--- config.mk ---
export PLATFORM = sky130hd
export DESIGN_NAME = usb_can_frame_deframer_core
export DESIGN_NICKNAME = d
export VERILOG_FILES = /design/src/rtl/ucfd_pkg.sv /design/src/rtl/usb_can_frame_deframer_core.sv
export SDC_FILE = /design/constraint.sdc
export NUM_CORES = 1
export LEC_CHECK = 0
export ABC_CLOCK_PERIOD_IN_PS = 10800
export BUFFER_PORTS_ARGS = -buffer_cell sky130_fd_sc_hd__buf_4
export CORE_MARGIN = 2
export CORE_UTILIZATION = 55
export CTS_CLUSTER_SIZE = 16
export DETAILED_ROUTE_END_ITERATION = 10
export PLACE_DENSITY = 0.72
export SLEW_MARGIN = 10
export SYNTH_ARGS = -nofsm -noshare
export SYNTH_HDL_FRONTEND = slang
export SYNTH_SLANG_ARGS = --single-unit
--- constraint.sdc ---
create_clock -name clk -period 10.8 [get_ports clk]
set_clock_uncertainty 0.2 [all_clocks]
set_input_delay 1.08 -clock clk [delete_from_list [all_inputs] [get_ports clk]]
set_output_delay 1.08 -clock clk [all_outputs]
set_load 0.02 [all_outputs]
--- src/rtl/ucfd_pkg.sv ---
// ----------------------------------------------------------------------------
// ucfd_pkg
// Shared types, constants and the DLC length table for the USB CAN deframer.
// ----------------------------------------------------------------------------
package ucfd_pkg;

    localparam logic [6:0] HDR_BYTES = 7'd6;

    typedef struct packed {
        logic [7:0]  data_byte;
        logic [31:0] arrival_time;
    } ucfd_in_t;

    typedef struct packed {
        logic        status;
        logic        fd_flag;
        logic [2:0]  bus_number;
        logic        rejected_flag;
        logic        returned_flag;
        logic [28:0] can_address;
        logic [6:0]  payload_length;
        logic [5:0]  byte_index;
        logic [7:0]  payload_byte;
        logic [31:0] frame_time;
        logic        last;
    } ucfd_out_t;

    typedef enum logic [1:0] {
        ST_RECV,
        ST_FRAME,
        ST_ERROR
    } ucfd_state_t;

    typedef enum logic [1:0] {
        KIND_DATA,
        KIND_EMPTY,
        KIND_ERROR
    } ucfd_kind_t;

    localparam logic STATUS_DATA  = 1'b0;
    localparam logic STATUS_CKSUM = 1'b1;

    // CAN-FD DLC to payload length
    function automatic logic [6:0] dlc_len(input logic [3:0] dlc);
        logic [6:0] len;
        unique case (dlc)
            4'd9:    len = 7'd12;
            4'd10:   len = 7'd16;
            4'd11:   len = 7'd20;
            4'd12:   len = 7'd24;
            4'd13:   len = 7'd32;
            4'd14:   len = 7'd48;
            4'd15:   len = 7'd64;
            default: len = {3'b000, dlc};
        endcase
        return len;
    endfunction

endpackage

--- src/rtl/usb_can_frame_deframer_core.sv ---
// ----------------------------------------------------------------------------
// usb_can_frame_deframer_core
// Splits a USB byte stream into CAN packets, checks the XOR and emits frames.
// ----------------------------------------------------------------------------
//  channel   | valid        | stall        | payload
//  ----------+--------------+--------------+---------------------------------
//  byte in   | byte_valid   | byte_stall   | byte_req   (ucfd_in_t)
//  frame out | frame_valid  | frame_stall  | frame_res  (ucfd_out_t)
//
//  A packet with N payload bytes takes 6+N accepted bytes, one per cycle
//  while byte_stall is low. Emission then yields max(N,1) results, one per
//  cycle while the output queue has room, paced by the single read port of
//  the 64-entry payload memory; byte_stall is high for it. A checksum failure
//  yields one result. Reset clears the counters and the output queue; memory
//  contents are kept. frame_stall holds the output register and 1-entry skid.
// ----------------------------------------------------------------------------
module usb_can_frame_deframer_core
    import ucfd_pkg::*;
(
    input  logic      clk,
    input  logic      rst_n,
    input  logic      byte_valid,
    output logic      byte_stall,
    input  ucfd_in_t  byte_req,
    output logic      frame_valid,
    input  logic      frame_stall,
    output ucfd_out_t frame_res
);

    logic [7:0] payload_mem [64];

    ucfd_state_t state_reg, state_next;
    logic [6:0]  byte_count_reg;
    logic [7:0]  xor_reg;
    logic [6:0]  len_reg;
    logic [5:0]  rd_idx_reg;
    logic [7:0]  hdr_reg [HDR_BYTES];
    logic [31:0] time_reg;
    logic [7:0]  rd_data_reg;

    logic        pend_valid_reg;
    ucfd_kind_t  pend_kind_reg;
    logic [5:0]  pend_idx_reg;
    logic        pend_last_reg;

    logic        out_valid_reg;
    ucfd_out_t   out_reg;
    logic        skid_valid_reg;
    ucfd_out_t   skid_reg;

    logic        byte_acc;
    logic        is_header;
    logic [6:0]  len_now;
    logic [6:0]  count_inc;
    logic [7:0]  xor_now;
    logic        complete;
    logic [6:0]  pay_off;

    logic        out_taken;
    logic [1:0]  occupancy;
    logic        slot_free;
    logic        issue;
    logic        issue_last;
    ucfd_kind_t  issue_kind;
    ucfd_out_t   pend_res;
    logic [31:0] hdr_word;

    assign byte_acc  = byte_valid && !byte_stall;
    assign is_header = byte_count_reg < HDR_BYTES;
    assign len_now   = (byte_count_reg == 7'd0) ? dlc_len(byte_req.data_byte[7:4]) : len_reg;
    assign count_inc = byte_count_reg + 7'd1;
    assign xor_now   = xor_reg ^ byte_req.data_byte;
    assign complete  = count_inc == (HDR_BYTES + len_now);
    assign pay_off   = byte_count_reg - HDR_BYTES;

    assign out_taken = out_valid_reg && !frame_stall;
    assign occupancy = {1'b0, out_valid_reg} + {1'b0, skid_valid_reg} + {1'b0, pend_valid_reg}
                       - {1'b0, out_taken};
    assign slot_free = occupancy < 2'd2;
    assign issue_last = (len_reg == 7'd0) || ({1'b0, rd_idx_reg} == (len_reg - 7'd1));

    // next state
    always_comb
    begin
        state_next = state_reg;
        unique case (state_reg)
            ST_RECV:
            begin
                if (byte_acc && complete)
                begin
                    state_next = (xor_now == 8'd0) ? ST_FRAME : ST_ERROR;
                end
            end
            ST_FRAME:
            begin
                if (slot_free && issue_last)
                begin
                    state_next = ST_RECV;
                end
            end
            ST_ERROR:
            begin
                if (slot_free)
                begin
                    state_next = ST_RECV;
                end
            end
            default: state_next = ST_RECV;
        endcase
    end

    // state outputs
    always_comb
    begin
        byte_stall = 1'b1;
        issue      = 1'b0;
        issue_kind = KIND_DATA;
        unique case (state_reg)
            ST_RECV:
            begin
                byte_stall = 1'b0;
            end
            ST_FRAME:
            begin
                issue      = slot_free;
                issue_kind = (len_reg == 7'd0) ? KIND_EMPTY : KIND_DATA;
            end
            ST_ERROR:
            begin
                issue      = slot_free;
                issue_kind = KIND_ERROR;
            end
            default: byte_stall = 1'b1;
        endcase
    end

    always_ff @(posedge clk or negedge rst_n)
    begin
        if (!rst_n)
        begin
            state_reg      <= ST_RECV;
            byte_count_reg <= 7'd0;
            xor_reg        <= 8'd0;
            len_reg        <= 7'd0;
            rd_idx_reg     <= 6'd0;
            pend_valid_reg <= 1'b0;
            out_valid_reg  <= 1'b0;
            skid_valid_reg <= 1'b0;
        end
        else
        begin
            state_reg      <= state_next;
            pend_valid_reg <= issue;
            if (byte_acc)
            begin
                len_reg <= len_now;
                if (complete)
                begin
                    byte_count_reg <= 7'd0;
                    xor_reg        <= 8'd0;
                    rd_idx_reg     <= 6'd0;
                end
                else
                begin
                    byte_count_reg <= count_inc;
                    xor_reg        <= xor_now;
                end
            end
            else if (issue && state_reg == ST_FRAME)
            begin
                rd_idx_reg <= rd_idx_reg + 6'd1;
            end

            // advance the output queue; skid is older than pending data
            if (out_taken)
            begin
                if (skid_valid_reg)
                begin
                    skid_valid_reg <= pend_valid_reg;
                end
                else
                begin
                    out_valid_reg <= pend_valid_reg;
                end
            end
            else if (pend_valid_reg)
            begin
                if (out_valid_reg)
                begin
                    skid_valid_reg <= 1'b1;
                end
                else
                begin
                    out_valid_reg <= 1'b1;
                end
            end
        end
    end

    // payload registers of the queue
    always_ff @(posedge clk)
    begin
        if (out_taken)
        begin
            if (skid_valid_reg)
            begin
                out_reg  <= skid_reg;
                skid_reg <= pend_res;
            end
            else
            begin
                out_reg <= pend_res;
            end
        end
        else if (pend_valid_reg)
        begin
            if (out_valid_reg)
            begin
                skid_reg <= pend_res;
            end
            else
            begin
                out_reg <= pend_res;
            end
        end
    end

    always_ff @(posedge clk)
    begin
        if (byte_acc && is_header)
        begin
            hdr_reg[byte_count_reg[2:0]] <= byte_req.data_byte;
        end
        if (byte_acc && complete)
        begin
            time_reg <= byte_req.arrival_time;
        end
        if (issue)
        begin
            pend_kind_reg <= issue_kind;
            pend_idx_reg  <= rd_idx_reg;
            pend_last_reg <= (issue_kind == KIND_ERROR) || issue_last;
        end
    end

    // payload memory: one write port, one registered read port
    always_ff @(posedge clk)
    begin
        if (byte_acc && !is_header)
        begin
            payload_mem[pay_off[5:0]] <= byte_req.data_byte;
        end
        if (issue)
        begin
            rd_data_reg <= payload_mem[rd_idx_reg];
        end
    end

    assign hdr_word = {hdr_reg[4], hdr_reg[3], hdr_reg[2], hdr_reg[1]};

    always_comb
    begin
        pend_res            = '0;
        pend_res.frame_time = time_reg;
        pend_res.last       = pend_last_reg;
        unique case (pend_kind_reg)
            KIND_ERROR:
            begin
                pend_res.status = STATUS_CKSUM;
            end
            KIND_EMPTY, KIND_DATA:
            begin
                pend_res.status        = STATUS_DATA;
                pend_res.fd_flag       = hdr_reg[0][0];
                pend_res.bus_number    = hdr_reg[0][3:1];
                pend_res.rejected_flag = hdr_reg[1][0];
                pend_res.returned_flag = hdr_reg[1][1];
                pend_res.can_address   = hdr_word[31:3];
                if (pend_kind_reg == KIND_DATA)
                begin
                    pend_res.payload_length = len_reg;
                    pend_res.byte_index     = pend_idx_reg;
                    pend_res.payload_byte   = rd_data_reg;
                end
            end
            default: pend_res.status = STATUS_CKSUM;
        endcase
    end

    assign frame_valid = out_valid_reg;
    assign frame_res   = out_reg;

endmodule

# After elaboration in Yosys (flattened, before gate mapping)
# Memory sizes are Yosys's and may differ from the RTL's. A register that Yosys moved wholly into a read port is not among the register bits.
# Index checks and enable logic that the tools add are counted.
totals:
  reg_bits: 254
  mem_bits_rw: 560
  inputBits: 44
  output_inout_bits: 92
  elab_cells: 132
  mem_count: 2
memory_table:
  columns: ["name", "words", "width", "read_ports", "rd_ports_with_merged_regs", "write_ports", "line", "rtl"]
  rows:
  - ["payload_mem", 64, 8, 1, 1, 1, "usb_can_frame_deframer_core.sv:30", "logic [7:0] payload_mem [64];"]
  - ["hdr_reg", 6, 8, 5, 0, 1, "usb_can_frame_deframer_core.sv:37", "logic [7:0] hdr_reg [HDR_BYTES];"]
op_classes:
  add_sub_neg: 8
  order_cmp: 2
  n_eq_ne: 20
  n_mux: 38
  bitwise_logic: 1
  reduce_logical: 27
op_table:
  columns: ["operator", "count"]
  rows:
  - ["90-bit two-way mux", 8]
  - ["56-bit two-way mux", 1]
  - ["7-bit one-hot mux with 7 select lines", 1]
  - ["4-bit == test, second input constant", 7]
  - ["21-bit two-way mux", 1]
  - ["6-bit two-way mux", 3]
  - ["1-bit two-way mux", 15]
  - ["7-bit zero test", 2]
  - ["7-bit two-way mux", 2]
  - ["8-bit zero test", 1]
  - ["2-bit two-way mux", 4]
  - ["8-bit two-way mux", 1]
  - ["2-bit != test, second input constant", 4]
  - ["2-bit AND reduction", 4]
  - ["8-bit XOR", 1]
  - ["3-bit by 7-bit adder with 7-bit output, first input constant", 1]
  - ["7-bit by 1-bit adder with 7-bit output, second input constant", 1]
  - ["6-bit by 7-bit == test with 1-bit output", 1]
  - ["7-bit == test", 1]
  - ["1-bit logical AND", 7]
  - ["7-bit by 3-bit < comparator with 1-bit output, second input constant", 1]
  - ["7-bit by 1-bit subtractor with 7-bit output, second input constant", 1]
  - ["6-bit by 1-bit adder with 6-bit output, second input constant", 1]
  - ["2-bit by 1-bit != test with 1-bit output, second input constant", 3]
  - ["other kinds (15)", 24]

# Depth between registers and ports, before layout
logic_depth:
  word_depth: 8
  ltp_mapped: 15
  mapped_depth_nobuf: 13

# Least setup slack after synthesis
# Ideal clock, no wire load.
synth_path:
  kind: "reg-to-reg"
  startpoint: "register out_valid_reg, in the netlist frame_valid"
  endpoint: "register out_reg (netlist bit frame_res[0]) (enable)"
  arrival_time_ps: 6859
  required_ps: 9937
  setup_slack_ps: 3079
  stages_incl_launch_ff: 2
  period_less_slack_ps: 7721
  path_cell_list: "dfrtp_1 > o21ai_0"
synth_between:
  elab_chain_len: 3
  word_cells_on_any_way: 4
  classes_between: "eq/ne: 1; reduce/logical: 3"
synth_rtl:
  columns: ["element", "line", "rtl"]
  rows:
  - ["from (decl)", "usb_can_frame_deframer_core.sv:46", "logic out_valid_reg;"]
  - ["from (signal assigned)", "usb_can_frame_deframer_core.sv:183", "out_valid_reg <= pend_valid_reg;"]
  - ["1-bit logical AND", "usb_can_frame_deframer_core.sv:76", "assign out_taken = out_valid_reg && !frame_stall;"]
  - ["2-bit by 1-bit != test with 1-bit output (no line) or 2-bit nonzero test (tied branches)", null, null]
  - ["2-bit AND reduction (no line) (*)", null, null]
  - ["to (signal assigned)", "usb_can_frame_deframer_core.sv:207", "out_reg <= skid_reg;"]
  - ["to (signal assigned)", "usb_can_frame_deframer_core.sv:212", "out_reg <= pend_res;"]
  - ["to (signal assigned)", "usb_can_frame_deframer_core.sv:223", "out_reg <= pend_res;"]
  - ["to (decl)", "usb_can_frame_deframer_core.sv:47", "ucfd_out_t out_reg;"]
# Mark *: on every way between the ends. The rest lies on a longest branch, timed or not.
# A chain may end at the register's enable or synchronous reset.

# Worst setup path in the final report
layout_path:
  startpoint: "register byte_count_reg[3]"
  endpoint: "register time_reg[14] (enable)"
layout_between:
  elab_chain_len: 5
  word_cells_on_any_way: 6
  classes_between: "add/sub: 2; eq/ne: 1; mux: 1; reduce/logical: 2"
layout_rtl:
  columns: ["element", "line", "rtl"]
  rows:
  - ["from (decl)", "usb_can_frame_deframer_core.sv:33", "logic [6:0] byte_count_reg;"]
  - ["from (signal assigned)", "usb_can_frame_deframer_core.sv:165", "byte_count_reg <= count_inc;"]
  - ["7-bit zero test", "usb_can_frame_deframer_core.sv:70", "assign len_now = (byte_count_reg == 7'd0) ? dlc_len(byte_req.data_byte[7:4]) : len_reg;"]
  - ["7-bit two-way mux", "usb_can_frame_deframer_core.sv:70", null]
  - ["3-bit by 7-bit adder with 7-bit output", "usb_can_frame_deframer_core.sv:73", "assign complete = count_inc == (HDR_BYTES + len_now);"]
  - ["7-bit == test (*)", "usb_can_frame_deframer_core.sv:73", null]
  - ["1-bit logical AND (*)", "usb_can_frame_deframer_core.sv:234", "if (byte_acc && complete)"]
  - ["to (signal assigned)", "usb_can_frame_deframer_core.sv:236", "time_reg <= byte_req.arrival_time;"]
  - ["to (decl)", "usb_can_frame_deframer_core.sv:38", "logic [31:0] time_reg;"]
# Marked as above.

==> results.py <==
metrics = {
    "outcome": {
        "status": "finished clean",
    },
    "clock_network": {
        "hold_buffers": 0,
        "worstSkewPairLatency_ps": 620,
        "cts_made_buffers": 81,
        "cts_tree": "built",
        "clkSinkCount": 809,
        "clk_pin_slew_ps": 60,
        "cts_resized": 0,
        "cts_max_path_buffers": 3,
        "htreeDepth": 3,
        "cts_setup_buffers": 0,
        "root_buffer": "clkbuf_16",
    },
    "global_route": {
        "grt_max_degree": 75,
        "grt_overflow": 0,
        "first_global_vias": 15400,
        "antenna_found_initial": 3,
        "grtUsageTotal": 0.215,
        "grt_pass1_wl_um": 95800,
    },
    "synthesis": {
        "ys_seq_elements": 809,
        "ys_warn_count": 0,
        "synth_top_area_frac": 0.736,
        "synthTopCellsByCount": "edfxtp_1, mux4_2, nor2_1",
        "yosysTopAreaCell": "edfxtp_1",
        "synth-xor-area-share": 0.00889,
        "synth_edf_count": 776,
        "ys.flop_type": "edfxtp_1",
        "synthTopCellsByArea": "edfxtp_1, mux4_2, mux2_2",
        "ys_async_sr_fraction": 0.0408,
        "synthAdderAreaFrac": 0.00474,
        "synth_cell_type_count": 61,
        "syn_inst": 1556,
        "yosysSeqAreaShare": 0.762,
        "avgSynthCellArea_um2": 20.3,
        "muxShareOfSynthArea": 0.153,
        "yosysMostFrequentCell": "edfxtp_1",
        "synth_top_family_by_area": "multiplexers",
        "synthSimpleGateAreaFrac": 0.0441,
        "syn_nets": 1612,
        "synthesis.area_mm2": 0.0317,
        "synth-compound-area-share": 0.0161,
    },
    "die": {
        "start_util": 0.559,
        "num_io_pins": 136,
        "fp.dieH_um": 244,
        "coreArea_mm2": 0.0566,
        "placementRows": 87,
        "die_w_um": 244,
        "die-area_mm2": 0.0595,
    },
    "setup_path": {
        "cp_max_fo": 37,
        "path_buf_inv": 1,
        "cpPeakStageDelay_ps": 790,
        "crit_family": "simple AND/OR/NAND/NOR gates",
        "endpoint": "time_reg[14]",
        "cp.depth": 10,
        "rrSetupSlack_ps": 6240,
        "r2r-start": "byte_count_reg[3]",
        "start_kind": "flop",
        "reg2regPathDepth": 10,
        "crit_start": "byte_count_reg[3]",
        "r2r-end": "time_reg[14]",
        "crit_chain": "or4_1 > nor2_1 > mux2i_1 > ha_1 > xor2_1 > xnor2_1 > a311oi_1 > nand4_4 > nor3_4 > buf_4",
        "arrival_ps": 4610,
        "end_kind": "flop",
        "cp_slowest_cell": "or4_1",
        "worstPathRequired_ps": 10850,
        "path_class": "reg2reg",
    },
    "detailed_routing": {
        "final_antenna_net_count": 0,
        "drcViolationCount": 0,
        "drt_iter0_drc": 1531,
        "first_pass_iters": 5,
        "vias_per_cell": 6.00,
        "drt-total-wl_um": 63100,
        "vias": 15300,
        "wl_per_cell_um": 24.8,
    },
    "timing": {
        "setup_viol": 0,
        "final_hold_viol_count": 0,
        "slew-limit-headroom": 0.243,
        "fin_crit_ps": 4560,
        "period_share": 0.423,
        "rsz0062_at_grt": "no",
        "clock.fmax_ghz": 0.219,
        "fin_ws_ps": 6240,
        "worst_slew_pin_slew_ps": 1140,
        "slew_viol_final": 0,
        "fin_tns_setup_ps": 0,
    },
    "pwr": {
        "ir_drop_uv": 163,
        "p_seq_frac": 0.481,
        "combinationalPowerShare": 0.201,
        "p_switching_mw": 2.32,
        "leakagePower_nw": 11.7,
        "power_frac_clock": 0.319,
        "swShare": 0.271,
        "p_per_area_mw_per_mm2": 236,
        "p_int_mw": 6.21,
    },
    "final_layout": {
        "largest_reg_flops": 512,
        "fill_cells": 3786,
        "drive_above_1_share": 0.308,
        "register_area_mm2": 0.0241,
        "antenna_cells": 0,
        "design_area_mm2": 0.0362,
        "multiInputGateArea_mm2": 0.00720,
        "syn_to_final_growth_pct": 14.2,
        "nets": 1781,
        "stdcell_count": 2549,
    },
    "placed_design": {
        "port_buffers": 135,
        "place_inst": 2398,
        "place_area_mm2": 0.0336,
        "gp_congestion": 0.862,
        "hpwlAfterDp_um": 38900,
        "dp_slack_ps": 5980,
    },
    "min_path": {
        "hp-class": "in2async",
    },
    "job": {
        "cap_violations": 0,
    },
}
[routing by layer]
layer / wire (um) / track usage
met2: 30500 / 0.337
met5: 27 / 0
met1: 26400 / 0.313
met3: 4360 / 0.0358
met4: 1830 / 0.0751
[worst register-to-register path, stage by stage (launching register included)]
cell and delay [ps]:
dfrtp_1 550, or4_1 790, nor2_1 410, mux2i_1 290, ha_1 270, xor2_1 150, xnor2_1 130, a311oi_1 370
nand4_4 340, nor3_4 200, buf_4 450
[power groups by stage]
stage               clock, mW  combinational [mW]  sequential (mW)
CTS                      2.77                1.73             4.11
floorplan                   0                1.15             4.19
finish                   2.72                1.71             4.10
global route             2.89                1.84             4.14
detailed placement          0                1.73             4.17
global placement            0                1.69             4.15
[cells by family (layout without fill, tap and decap cells)]
group	count (synthesis)	in the layout
multiplexers	262	262
buffers and inverters	94	331
AO/OA/AOI/OAI	76	76
AND/OR/NAND/NOR	274	274
adder cells (fa/ha/maj)	12	12
flip-flops	809	809
XOR/XNOR	29	29
[metrics by stage]
stage | utilization | total power [mW] | hold WS (ps)
global route | 0.639 | 8.88 | 223
finish | 0.639 | 8.53 | 222
floorplan | - | 5.34 | 222
CTS | 0.639 | 8.61 | 207
detailed placement | 0.593 | 5.90 | 231
global placement | 0.593 | 5.85 | 227
[worst min path at each step]
stage                           to  slack [ps]  depth (start not counted)
global placement      skid_reg[30]         230                          0
floorplan              skid_reg[0]         220                          0
detailed placement    skid_reg[23]         230                          0
global route         rd_idx_reg[4]         220                          1
CTS                     len_reg[5]         210                          1
finish              skid_valid_reg         220                          1
[area by class of cell]
class	count	share of cell area
Clock inverter	48	0.0124
Inverter	20	0.00208
Sequential cell	809	0.668
Tap cell	756	0.0262
Clock buffer	103	0.0592
Multi-Input combinational cell	653	0.199
Timing Repair Buffer	160	0.0332
[cells in the final DEF, fill, tap and decap left out, types with 5 or more instances in the layout]
cell type / n
bufinv_16: 7
mux2_2: 91
mux4_2: 168
nor2b_1: 40
a21oi_1: 8
clkinv_2: 18
ha_1: 12
xor2_1: 9
clkinv_1: 14
clkbuf_16: 82
nand2_1: 54
nor2_1: 91
o211ai_1: 13
nand3_1: 12
xnor2_1: 18
clkbuf_1: 20
o21ai_0: 21
nor3_1: 15
buf_4: 160
inv_1: 20
dfrtp_1: 30
edfxtp_1: 776
nand2b_1: 10
and2_1: 20
nor4_1: 5
Power figures use the tool's default switching activity.
